--- config.mk ---
export PLATFORM = sky130hd
export DESIGN_NAME = detection_box_filter_flat
export DESIGN_NICKNAME = d
export VERILOG_FILES = /design/src/rtl/dbf_pkg.sv /design/src/rtl/dbf_if.sv /design/src/rtl/detection_box_filter.sv /design/src/flat_wrapper.sv
export VERILOG_INCLUDE_DIRS = /design/src /design/src/rtl
export SDC_FILE = /design/constraint.sdc
export NUM_CORES = 2
export LEC_CHECK = 0
export ABC_AREA = 1
export BUFFER_PORTS_ARGS = -buffer_cell sky130_fd_sc_hd__buf_2
export CAP_MARGIN = 20
export CORE_MARGIN = 2
export CORE_UTILIZATION = 39
export CTS_CLUSTER_DIAMETER = 50
export DETAILED_ROUTE_END_ITERATION = 10
export PLACE_DENSITY_LB_ADDON = 0.15
export SYNTH_ARGS = -nofsm -noshare
export SYNTH_HDL_FRONTEND = slang
export SYNTH_SLANG_ARGS = --single-unit
--- constraint.sdc ---
create_clock -name clk_i -period 32.7 [get_ports clk_i]
set_input_delay 4.905 -clock clk_i [delete_from_list [all_inputs] [get_ports clk_i]]
set_output_delay 4.905 -clock clk_i [all_outputs]
set_load 0.02 [all_outputs]
--- src/rtl/assert_macros.svh ---
// Assertion macros shared by the RTL; they compile away under SYNTHESIS.
`ifndef ASSERT_MACROS_SVH
`define ASSERT_MACROS_SVH

`ifndef SYNTHESIS

// Property must hold at every clock edge outside reset.
`define ASSERT_PROP(lbl, clk, rstn, prop) \
  lbl: assert property (@(posedge clk) disable iff (!rstn) (prop)) \
    else $error("%m: property failed");

// Condition must never be seen at a clock edge outside reset.
`define ASSERT_NEVER(lbl, clk, rstn, cond) \
  lbl: assert property (@(posedge clk) disable iff (!rstn) !(cond)) \
    else $error("%m: forbidden condition seen");

`else

`define ASSERT_PROP(lbl, clk, rstn, prop)
`define ASSERT_NEVER(lbl, clk, rstn, cond)

`endif

`endif

--- src/rtl/dbf_pkg.sv ---
// Types, constants and helper functions of the detection box filter.
`default_nettype none

package dbf_pkg;

  localparam int unsigned MAX_PROPOSALS = 256;
  localparam int unsigned CountLimit    = 256;
  localparam int unsigned CountCapInt   =
      (MAX_PROPOSALS < CountLimit) ? MAX_PROPOSALS : CountLimit;
  localparam logic [8:0]  COUNT_CAP     = 9'(CountCapInt);

  localparam logic [7:0]  MAX_LABEL     = 8'd20;
  localparam logic [13:0] SIZE_LIMIT    = 14'd8192;
  localparam int unsigned FRAC_BITS     = 14;

  localparam int unsigned CFG_IDX_W  = 3;
  localparam int unsigned CFG_DATA_W = 21;

  // Register map
  typedef enum logic [CFG_IDX_W-1:0] {
    CFG_FRAME_WIDTH   = 3'd0,
    CFG_FRAME_HEIGHT  = 3'd1,
    CFG_CONF_THRESH   = 3'd2,
    CFG_CLASS_MASK    = 3'd3,
    CFG_TOP_BAND      = 3'd4,
    CFG_BOTTOM_MARGIN = 3'd5
  } cfg_idx_e;

  localparam logic [13:0] RST_FRAME_WIDTH   = 14'd1920;
  localparam logic [13:0] RST_FRAME_HEIGHT  = 14'd1080;
  localparam logic [16:0] RST_CONF_THRESH   = 17'd13107;
  localparam logic [20:0] RST_CLASS_MASK    = 21'd32960;
  localparam logic [15:0] RST_TOP_BAND      = 16'd6554;
  localparam logic [12:0] RST_BOTTOM_MARGIN = 13'd10;

  typedef struct packed {
    logic               terminator;
    logic               last_proposal;
    logic [7:0]         class_label;
    logic [16:0]        score;
    logic signed [15:0] norm_xmin;
    logic signed [15:0] norm_ymin;
    logic signed [15:0] norm_xmax;
    logic signed [15:0] norm_ymax;
  } in_item_t;

  typedef struct packed {
    logic        is_summary;
    logic [7:0]  box_id;
    logic [4:0]  box_class;
    logic [16:0] box_score;
    logic [12:0] box_x;
    logic [12:0] box_y;
    logic [13:0] box_width;
    logic [13:0] box_height;
    logic [8:0]  box_count;
    logic        frame_valid;
    logic        last_result;
  } result_t;

  // Zero acts as one, anything above 8192 acts as 8192.
  function automatic logic [13:0] eff_size(input logic [13:0] s);
    logic [13:0] r;
    r = s;
    if (s == 14'd0) r = 14'd1;
    else if (s > SIZE_LIMIT) r = SIZE_LIMIT;
    return r;
  endfunction

  // Q2.14 coordinate to pixel: scale, truncate, clamp to [0, size-1].
  function automatic logic [12:0] to_pixel(input logic signed [15:0] coord,
                                           input logic [13:0] size);
    logic signed [30:0] prod;
    logic [16:0]        px;
    prod = coord * $signed({1'b0, size});
    px   = prod[30:FRAC_BITS];
    if (prod[30]) px = '0;
    else if (px >= {3'b000, size}) px = {3'b000, size} - 17'd1;
    return px[12:0];
  endfunction

endpackage

`default_nettype wire

--- src/rtl/dbf_if.sv ---
// Valid/ready channel interfaces for proposals and filter results.
`default_nettype none

interface dbf_in_if import dbf_pkg::*; ();
  logic     valid;
  logic     ready;
  in_item_t data;
  modport source (output valid, output data, input ready);
  modport sink   (input valid, input data, output ready);
endinterface

interface dbf_out_if import dbf_pkg::*; ();
  logic    valid;
  logic    ready;
  result_t data;
  modport source (output valid, output data, input ready);
  modport sink   (input valid, input data, output ready);
endinterface

`default_nettype wire

--- src/rtl/detection_box_filter.sv ---
// A single compute stage between input register and result buffer sets the rate.
// Throughput: one proposal per cycle while the buffer has room; a box-plus-summary
// proposal needs two output beats and holds the input register until the result
// buffer is empty after the pop.
// Reset (rst_ni, async low): empties both stages, clears box count and skip flag,
// loads the configuration registers with their defaults.
`default_nettype none

`include "assert_macros.svh"

module detection_box_filter import dbf_pkg::*; #(
  parameter int unsigned MaxProposals = MAX_PROPOSALS
) (
  input  wire logic                  clk_i,
  input  wire logic                  rst_ni,
  // configuration write port
  input  wire logic                  cfg_we_i,
  input  wire logic [CFG_IDX_W-1:0]  cfg_idx_i,
  input  wire logic [CFG_DATA_W-1:0] cfg_data_i,
  // channels
  dbf_in_if.sink                     in_i,
  dbf_out_if.source                  out_o
);

  // boxes kept per frame never exceed the 8-bit id range
  localparam logic [8:0] CountCap =
      9'((MaxProposals < CountLimit) ? MaxProposals : CountLimit);

  // ---------------------------------------------------------------------------
  // Configuration registers
  // ---------------------------------------------------------------------------
  logic [13:0] frame_width_q, frame_height_q;
  logic [16:0] conf_thresh_q;
  logic [20:0] class_mask_q;
  logic [15:0] top_band_q;
  logic [12:0] bottom_margin_q;

  always_ff @(posedge clk_i or negedge rst_ni) begin
    if (!rst_ni) begin
      frame_width_q   <= RST_FRAME_WIDTH;
      frame_height_q  <= RST_FRAME_HEIGHT;
      conf_thresh_q   <= RST_CONF_THRESH;
      class_mask_q    <= RST_CLASS_MASK;
      top_band_q      <= RST_TOP_BAND;
      bottom_margin_q <= RST_BOTTOM_MARGIN;
    end else if (cfg_we_i) begin
      case (cfg_idx_e'(cfg_idx_i))
        CFG_FRAME_WIDTH:   frame_width_q   <= cfg_data_i[13:0];
        CFG_FRAME_HEIGHT:  frame_height_q  <= cfg_data_i[13:0];
        CFG_CONF_THRESH:   conf_thresh_q   <= cfg_data_i[16:0];
        CFG_CLASS_MASK:    class_mask_q    <= cfg_data_i[20:0];
        CFG_TOP_BAND:      top_band_q      <= cfg_data_i[15:0];
        CFG_BOTTOM_MARGIN: bottom_margin_q <= cfg_data_i[12:0];
        default: ;  // unmapped index, write dropped
      endcase
    end
  end

  // ---------------------------------------------------------------------------
  // Input register: one proposal beat held for the compute stage
  // ---------------------------------------------------------------------------
  logic     iv_q;
  in_item_t item_q;
  logic     move;     // held proposal retires into the result buffer
  logic     in_fire;

  assign in_i.ready = !iv_q || move;
  assign in_fire    = in_i.valid && in_i.ready;

  always_ff @(posedge clk_i or negedge rst_ni) begin
    if (!rst_ni) begin
      iv_q <= 1'b0;
    end else if (in_i.ready) begin
      iv_q <= in_i.valid;
    end
  end

  always_ff @(posedge clk_i) begin
    if (in_fire) begin
      item_q <= in_i.data;
    end
  end

  // ---------------------------------------------------------------------------
  // Frame state
  // ---------------------------------------------------------------------------
  logic [8:0] acc_q, acc_d;
  logic       skip_q, skip_d;

  // ---------------------------------------------------------------------------
  // Filter: four coordinate multiplies and the band multiply run in parallel
  // ---------------------------------------------------------------------------
  logic [13:0]        w_eff, h_eff;
  logic [12:0]        x0, y0, x1, y1;
  logic [29:0]        band_prod;
  logic [13:0]        band;
  logic signed [14:0] bot_lim;
  logic               pass_score, pass_class, pass_count, pass_geom, pass_zone;
  logic               keep;
  result_t            box_r, summ_r;
  logic [1:0]         n_res;

  always_comb begin
    w_eff = eff_size(frame_width_q);
    h_eff = eff_size(frame_height_q);

    x0 = to_pixel(item_q.norm_xmin, w_eff);
    y0 = to_pixel(item_q.norm_ymin, h_eff);
    x1 = to_pixel(item_q.norm_xmax, w_eff);
    y1 = to_pixel(item_q.norm_ymax, h_eff);

    band_prod = h_eff * top_band_q;
    band      = band_prod[29:16];
    bot_lim   = $signed({1'b0, h_eff}) - $signed({2'b00, bottom_margin_q});

    pass_score = item_q.score >= conf_thresh_q;
    // labels past 20 never pass, whatever the mask holds
    pass_class = (item_q.class_label <= MAX_LABEL) && class_mask_q[item_q.class_label[4:0]];
    pass_count = acc_q < CountCap;
    pass_geom  = (x0 < x1) && (y0 < y1);
    pass_zone  = ({1'b0, y0} >= band) && ($signed({2'b00, y1}) < bot_lim);

    // only a live, non-terminator proposal can yield a box
    keep = !skip_q && !item_q.terminator &&
           pass_score && pass_class && pass_count && pass_geom && pass_zone;

    box_r             = '0;
    box_r.box_id      = acc_q[7:0];
    box_r.box_class   = item_q.class_label[4:0];
    box_r.box_score   = item_q.score;
    box_r.box_x       = x0;
    box_r.box_y       = y0;
    box_r.box_width   = {1'b0, x1} - {1'b0, x0} + 14'd1;
    box_r.box_height  = {1'b0, y1} - {1'b0, y0} + 14'd1;
    box_r.last_result = !item_q.last_proposal;  // summary follows on last slot

    // summary counts the box of this same beat, if there is one
    summ_r             = '0;
    summ_r.is_summary  = 1'b1;
    summ_r.box_count   = acc_q + {8'd0, keep};
    summ_r.frame_valid = summ_r.box_count != 9'd0;
    summ_r.last_result = 1'b1;

    if (skip_q)                 n_res = 2'd0;
    else if (item_q.terminator) n_res = 2'd1;
    else                        n_res = {1'b0, keep} + {1'b0, item_q.last_proposal};
  end

  // ---------------------------------------------------------------------------
  // Result buffer: two entries, head drives the output channel
  // ---------------------------------------------------------------------------
  result_t    ob_q [2];
  result_t    ob_d [2];
  logic [1:0] oc_q, oc_d;
  logic [1:0] oc_pop;
  logic       pop;

  assign out_o.valid = oc_q != 2'd0;
  assign out_o.data  = ob_q[0];
  assign pop         = out_o.valid && out_o.ready;

  always_comb begin
    oc_pop = oc_q - {1'b0, pop};
    // retire only when every result of the beat finds a slot
    move   = iv_q && ((2'd2 - oc_pop) >= n_res);

    ob_d[0] = pop ? ob_q[1] : ob_q[0];
    ob_d[1] = ob_q[1];
    oc_d    = oc_pop;
    if (move) begin
      if (n_res != 2'd0) begin
        ob_d[oc_pop[0]] = keep ? box_r : summ_r;
      end
      if (n_res == 2'd2) begin
        ob_d[1] = summ_r;
      end
      oc_d = oc_pop + n_res;
    end

    acc_d  = acc_q;
    skip_d = skip_q;
    if (move) begin
      if (skip_q) begin
        if (item_q.last_proposal) skip_d = 1'b0;
      end else if (item_q.terminator) begin
        acc_d  = '0;
        skip_d = !item_q.last_proposal;
      end else if (item_q.last_proposal) begin
        acc_d = '0;
      end else if (keep) begin
        acc_d = acc_q + 9'd1;
      end
    end
  end

  always_ff @(posedge clk_i or negedge rst_ni) begin
    if (!rst_ni) begin
      oc_q   <= 2'd0;
      acc_q  <= '0;
      skip_q <= 1'b0;
    end else begin
      oc_q   <= oc_d;
      acc_q  <= acc_d;
      skip_q <= skip_d;
    end
  end

  always_ff @(posedge clk_i) begin
    ob_q[0] <= ob_d[0];
    ob_q[1] <= ob_d[1];
  end

  // ---------------------------------------------------------------------------
  // Assertions
  // ---------------------------------------------------------------------------
  `ASSERT_NEVER(a_buf_overflow, clk_i, rst_ni, oc_q == 2'd3)
  `ASSERT_PROP(a_count_capped, clk_i, rst_ni, acc_q <= CountCap)
  `ASSERT_PROP(a_skip_clean, clk_i, rst_ni, skip_q |-> (acc_q == 9'd0))
  `ASSERT_PROP(a_two_need_empty, clk_i, rst_ni,
               (move && (n_res == 2'd2)) |-> (oc_pop == 2'd0))

endmodule

`default_nettype wire

--- src/flat_wrapper.sv ---
// flat-port wrapper written by rule: the top's interface ports become plain ports
module detection_box_filter_flat import dbf_pkg::*;
#(
  parameter int unsigned MaxProposals = MAX_PROPOSALS
)
  (clk_i, rst_ni, cfg_we_i, cfg_idx_i, cfg_data_i, in_i_valid, in_i_data, in_i_ready, out_o_valid, out_o_data, out_o_ready);
  dbf_in_if in_i_i ();
  dbf_out_if out_o_i ();
  input  wire logic clk_i;
  input  wire logic rst_ni;
  input  wire logic cfg_we_i;
  input  wire logic [CFG_IDX_W-1:0] cfg_idx_i;
  input  wire logic [CFG_DATA_W-1:0] cfg_data_i;
  input wire logic [$bits(in_i_i.valid)-1:0] in_i_valid;
  input wire logic [$bits(in_i_i.data)-1:0] in_i_data;
  output wire logic [$bits(in_i_i.ready)-1:0] in_i_ready;
  output wire logic [$bits(out_o_i.valid)-1:0] out_o_valid;
  output wire logic [$bits(out_o_i.data)-1:0] out_o_data;
  input wire logic [$bits(out_o_i.ready)-1:0] out_o_ready;
  assign in_i_i.valid = in_i_valid;
  assign in_i_i.data = in_i_data;
  assign in_i_ready = in_i_i.ready;
  assign out_o_valid = out_o_i.valid;
  assign out_o_data = out_o_i.data;
  assign out_o_i.ready = out_o_ready;
  detection_box_filter #(.MaxProposals(MaxProposals)) u_core (.clk_i(clk_i), .rst_ni(rst_ni), .cfg_we_i(cfg_we_i), .cfg_idx_i(cfg_idx_i), .cfg_data_i(cfg_data_i), .in_i(in_i_i), .out_o(out_o_i));
endmodule
==> run_results.csv <==
group,metric,value,unit
critical_path,required,27.79,ns
critical_path,cpMostUsedCell,"inv_1",
timing,max_slew_margin,24.4,%
outcome,outcome,"completed",
final_layout,post_route_cells_drive_above_1_share,7.49,%
clock_tree,cts_tree,"done",
detailed_routing,drt_first_iter_violations,3490,
place,dp_cells,9643,
final_layout,post_layout_nonfiller_instances,9756,
clock_tree,cts_resized,0,
global_routing,global_route_congestion_overflow_total,0,
timing,timing.clock.skew,0.0744,ns
clock_tree,htreeDepth,2,
timing,finalCritPeriodShare,60.3,%
yosys,synth.area.top_cells,"fa_1 (33%), ha_1 (11%), inv_1 (9.5%)",
timing,hold_viol,0,
clock_tree,numCtsBuffers,58,
detailed_routing,detailroute.via_count,49600,
critical_path,critical_path.max_fanout,35,
clock_tree,post_cts_hold_buffer_count,0,
global_routing,grt_first_pass_wirelength,307,mm
critical_path,critPathLaunchType,"register",
detailed_routing,routedWlPerCell,20.1,µm
timing,maxSlewViolCount,0,
hold_path,hold_class,"register to register",
timing,setup_tns,0,ns
timing,grt_setup_unrepaired,"no",
global_routing,groute.usage.overall,24.2,%
detailed_routing,route.detailed.drc,0,
yosys,ys.warnings.count,0,
place,finalWeightedCongestion,0.886,
place,buffer_ports.inserted,217,
critical_path,critPathTopFamily,"adder cells",
critical_path,timing.setup.critical_path_class,"register to output pin",
global_routing,grt_pass1_vias,52400,
detailed_routing,drtPass1Iterations,6,
timing,setup_viol,0,
clock_tree,post_cts_setup_buffers,0,
place,dp_hpwl,153,mm
clock_tree,path_clk_slew,0.06,ns
final_layout,final_nets,9261,
yosys,ys.flop_type,"edfxtp_1",
yosys,syn-num-nets,9265,
yosys,area_fraction_of_the_dominant_cell_type_after_synthesis,32.8,%
yosys,summed_instance_area_of_the_synthesized_netlist,63100,µm²
yosys,synthMostInstantiatedCell,"inv_1",
floorplanning,die_w,406,µm
critical_path,worst-path-buf-inv,13,
clock_tree,clock_tree.root_cell,"clkbuf_16",
clock_tree,clk_latency,0.72,ns
yosys,postSynth.asyncResetShare,27.6,%
floorplanning,core_ar,161000,µm²
global_routing,largest_net_degree_at_the_start_of_global_routing,95,
yosys,syn_area_per_cell,8.36,µm²
yosys,synth_edf_count,187,
yosys,synth.top_cells.by_count,"inv_1 (1590), nand2_1 (1180), fa_1 (1033)",
clock_tree,clk_path_buf_depth,3,
critical_path,setup.worst_path.end_class,"output pin",
yosys,synth.yosys.seq_area_share,16.3,%
detailed_routing,post_drt_via_cell_ratio,5.08,
timing,fmaxAchievable,50.7,MHz
yosys,synth_cell_type_count,64,
timing,period_minus_slack,19.71,ns
detailed_routing,drtAntennaViolNets,0,
floorplanning,dieHeight,406,µm
run,max_cap_viol_count,0,
floorplanning,rows,147,
detailed_routing,detail_route.wirelength,196,mm
yosys,ys_seq_elements,391,
critical_path,timing.critical_path.arrival,14.81,ns
floorplanning,initial_util,39.3,%
clock_tree,tritoncts_num_sinks,391,
floorplanning,design.die.area,165000,µm²
critical_path,cp_slowest_cell,"inv_1",
floorplanning,boundaryPins,218,
yosys,synthCells,7549,
global_routing,number_of_antenna_violations_at_the_first_check_in_global_routing,5,
critical_path,crit_path_max_incr_delay,0.61,ns
timing,worst_slew_pin_slew,1.12,ns
final_layout,syn_to_final_growth,7.30,%
yosys,yosys.area.top_type,"fa_1",
==> layout by cell type (no fill, tap or decap), types with 10 or more instances in the layout <==
cell type,instances
edfxtp_1,187
o21a_1,16
nand2_2,16
clkinv_2,10
a21oi_1,311
o211ai_1,76
inv_1,1584
dfxtp_1,96
o21bai_1,15
nand3_1,111
o31ai_1,11
buf_4,69
o21ai_0,311
o22ai_1,11
nor3_1,48
a21o_1,11
nand4_2,21
or2_2,70
nor2_1,866
nand2_1,1177
nand4_1,93
xnor2_1,59
fa_1,1033
inv_2,13
ha_1,563
buf_2,216
mux2i_1,19
nor4_1,24
dfstp_2,28
nand3b_1,22
a211oi_1,17
clkbuf_16,62
clkinv_1,47
dfrtp_1,79
a31oi_1,17
o21ai_1,66
xor2_1,112
==> per-layer routing <==
metal | global-route usage (%) | vias up | share of wire [%] | routed length, µm
li1 | - | 23200 | - | -
met1 | 33.0 | 24900 | 45 | 87800
met2 | 40.9 | 1291 | 48 | 93300
met3 | 2.82 | 225 | 5.3 | 10400
met4 | 5.67 | 2 | 2.4 | 4690
met5 | 0 | - | 0.0066 | 13
==> kinds of logic (layout without fill, tap and decap cells) <==
family / Yosys count / count (layout) / share of synthesized area, %
xor gates and xnor gates: 171 / 171 / 2.37
other: 0 / 1 / 0
and+or+nand+nor: 2474 / 2474 / 16.4
muxes: 23 / 23 / 0.373
DFF: 391 / 391 / 16.3
adders and majority gates: 1596 / 1596 / 43.9
buffers and inverters: 1993 / 2039 / 12.6
AOI/OAI and AO/OA: 901 / 901 / 8.04
==> worst reg2reg max path, delay by kind of cell, from the launching register on <==
family | cells | cell delay [ns]
AOI/OAI and AO/OA | 19 | 3.01
buffers and inverters | 18 | 4.60
and+or+nand+nor | 28 | 4.57
DFF | 1 | 0.52
xor gates and xnor gates | 1 | 0.21
adders and majority gates | 10 | 4.23
==> final timing paths <==
| kind | to | depth (start not counted) | start | slack (ns) |
|---|---|---|---|---|
| hold / removal | u_core.class_mask_q[12] | 2 | u_core.class_mask_q[12] | 0.48 |
| min in group asynchronous | u_core.iv_q | 1 | rst_ni | 4.24 |
| setup reg to reg | u_core.ob_q[0][77] | 76 | u_core.frame_width_q[7] | 15.35 |
| max in group asynchronous | u_core.frame_height_q[9] | 2 | rst_ni | 27.08 |
| hold reg to reg | u_core.class_mask_q[12] | 2 | u_core.class_mask_q[12] | 0.48 |
| setup / recovery | in_i_ready | 69 | u_core.frame_width_q[7] | 12.99 |
==> cell type report <==
type                       instances  area, µm²
timing repair buffer             286       1610
tap                             2160       2700
clock inverter                    39        402
sequential                       391      10300
clock buffer                      71       1620
inverter                        1643       6170
multi-input combinational       5165      44900
fill                           16400      92900
antenna                            1       2.50
==> through the flow <==
step / utilization [%] / instance area, µm² / setup slack (ns) / hold WS, ns
2_1_floorplan: - / 63100 / 15.91 / 0.448
6_report: 42.2 / 67700 / 12.99 / 0.482
3_5_place_dp: 40.9 / 65700 / 13.66 / 0.468
3_3_place_gp: 40.9 / 65700 / 13.78 / 0.464
4_1_cts: 42.2 / 67700 / 12.86 / 0.483
5_1_grt: 42.2 / 67700 / 11.61 / 0.509
==> registers in the layout (all words and copies together) (netlist names), 2 cells and up <==
signal                  count
u_core.frame_width_q       14
u_core.item_q              69
u_core.bottom_margin_q     13
u_core.oc_q                 2
u_core.box_r               22
u_core.class_mask_q        21
u_core.conf_thresh_q       17
u_core.acc_q                9
u_core.top_band_q          16
u_core.frame_height_q      14
u_core.ob_q               192
Power is not shown: default switching activity piles up to over one toggle a cycle in this logic, so the estimate is an artifact.
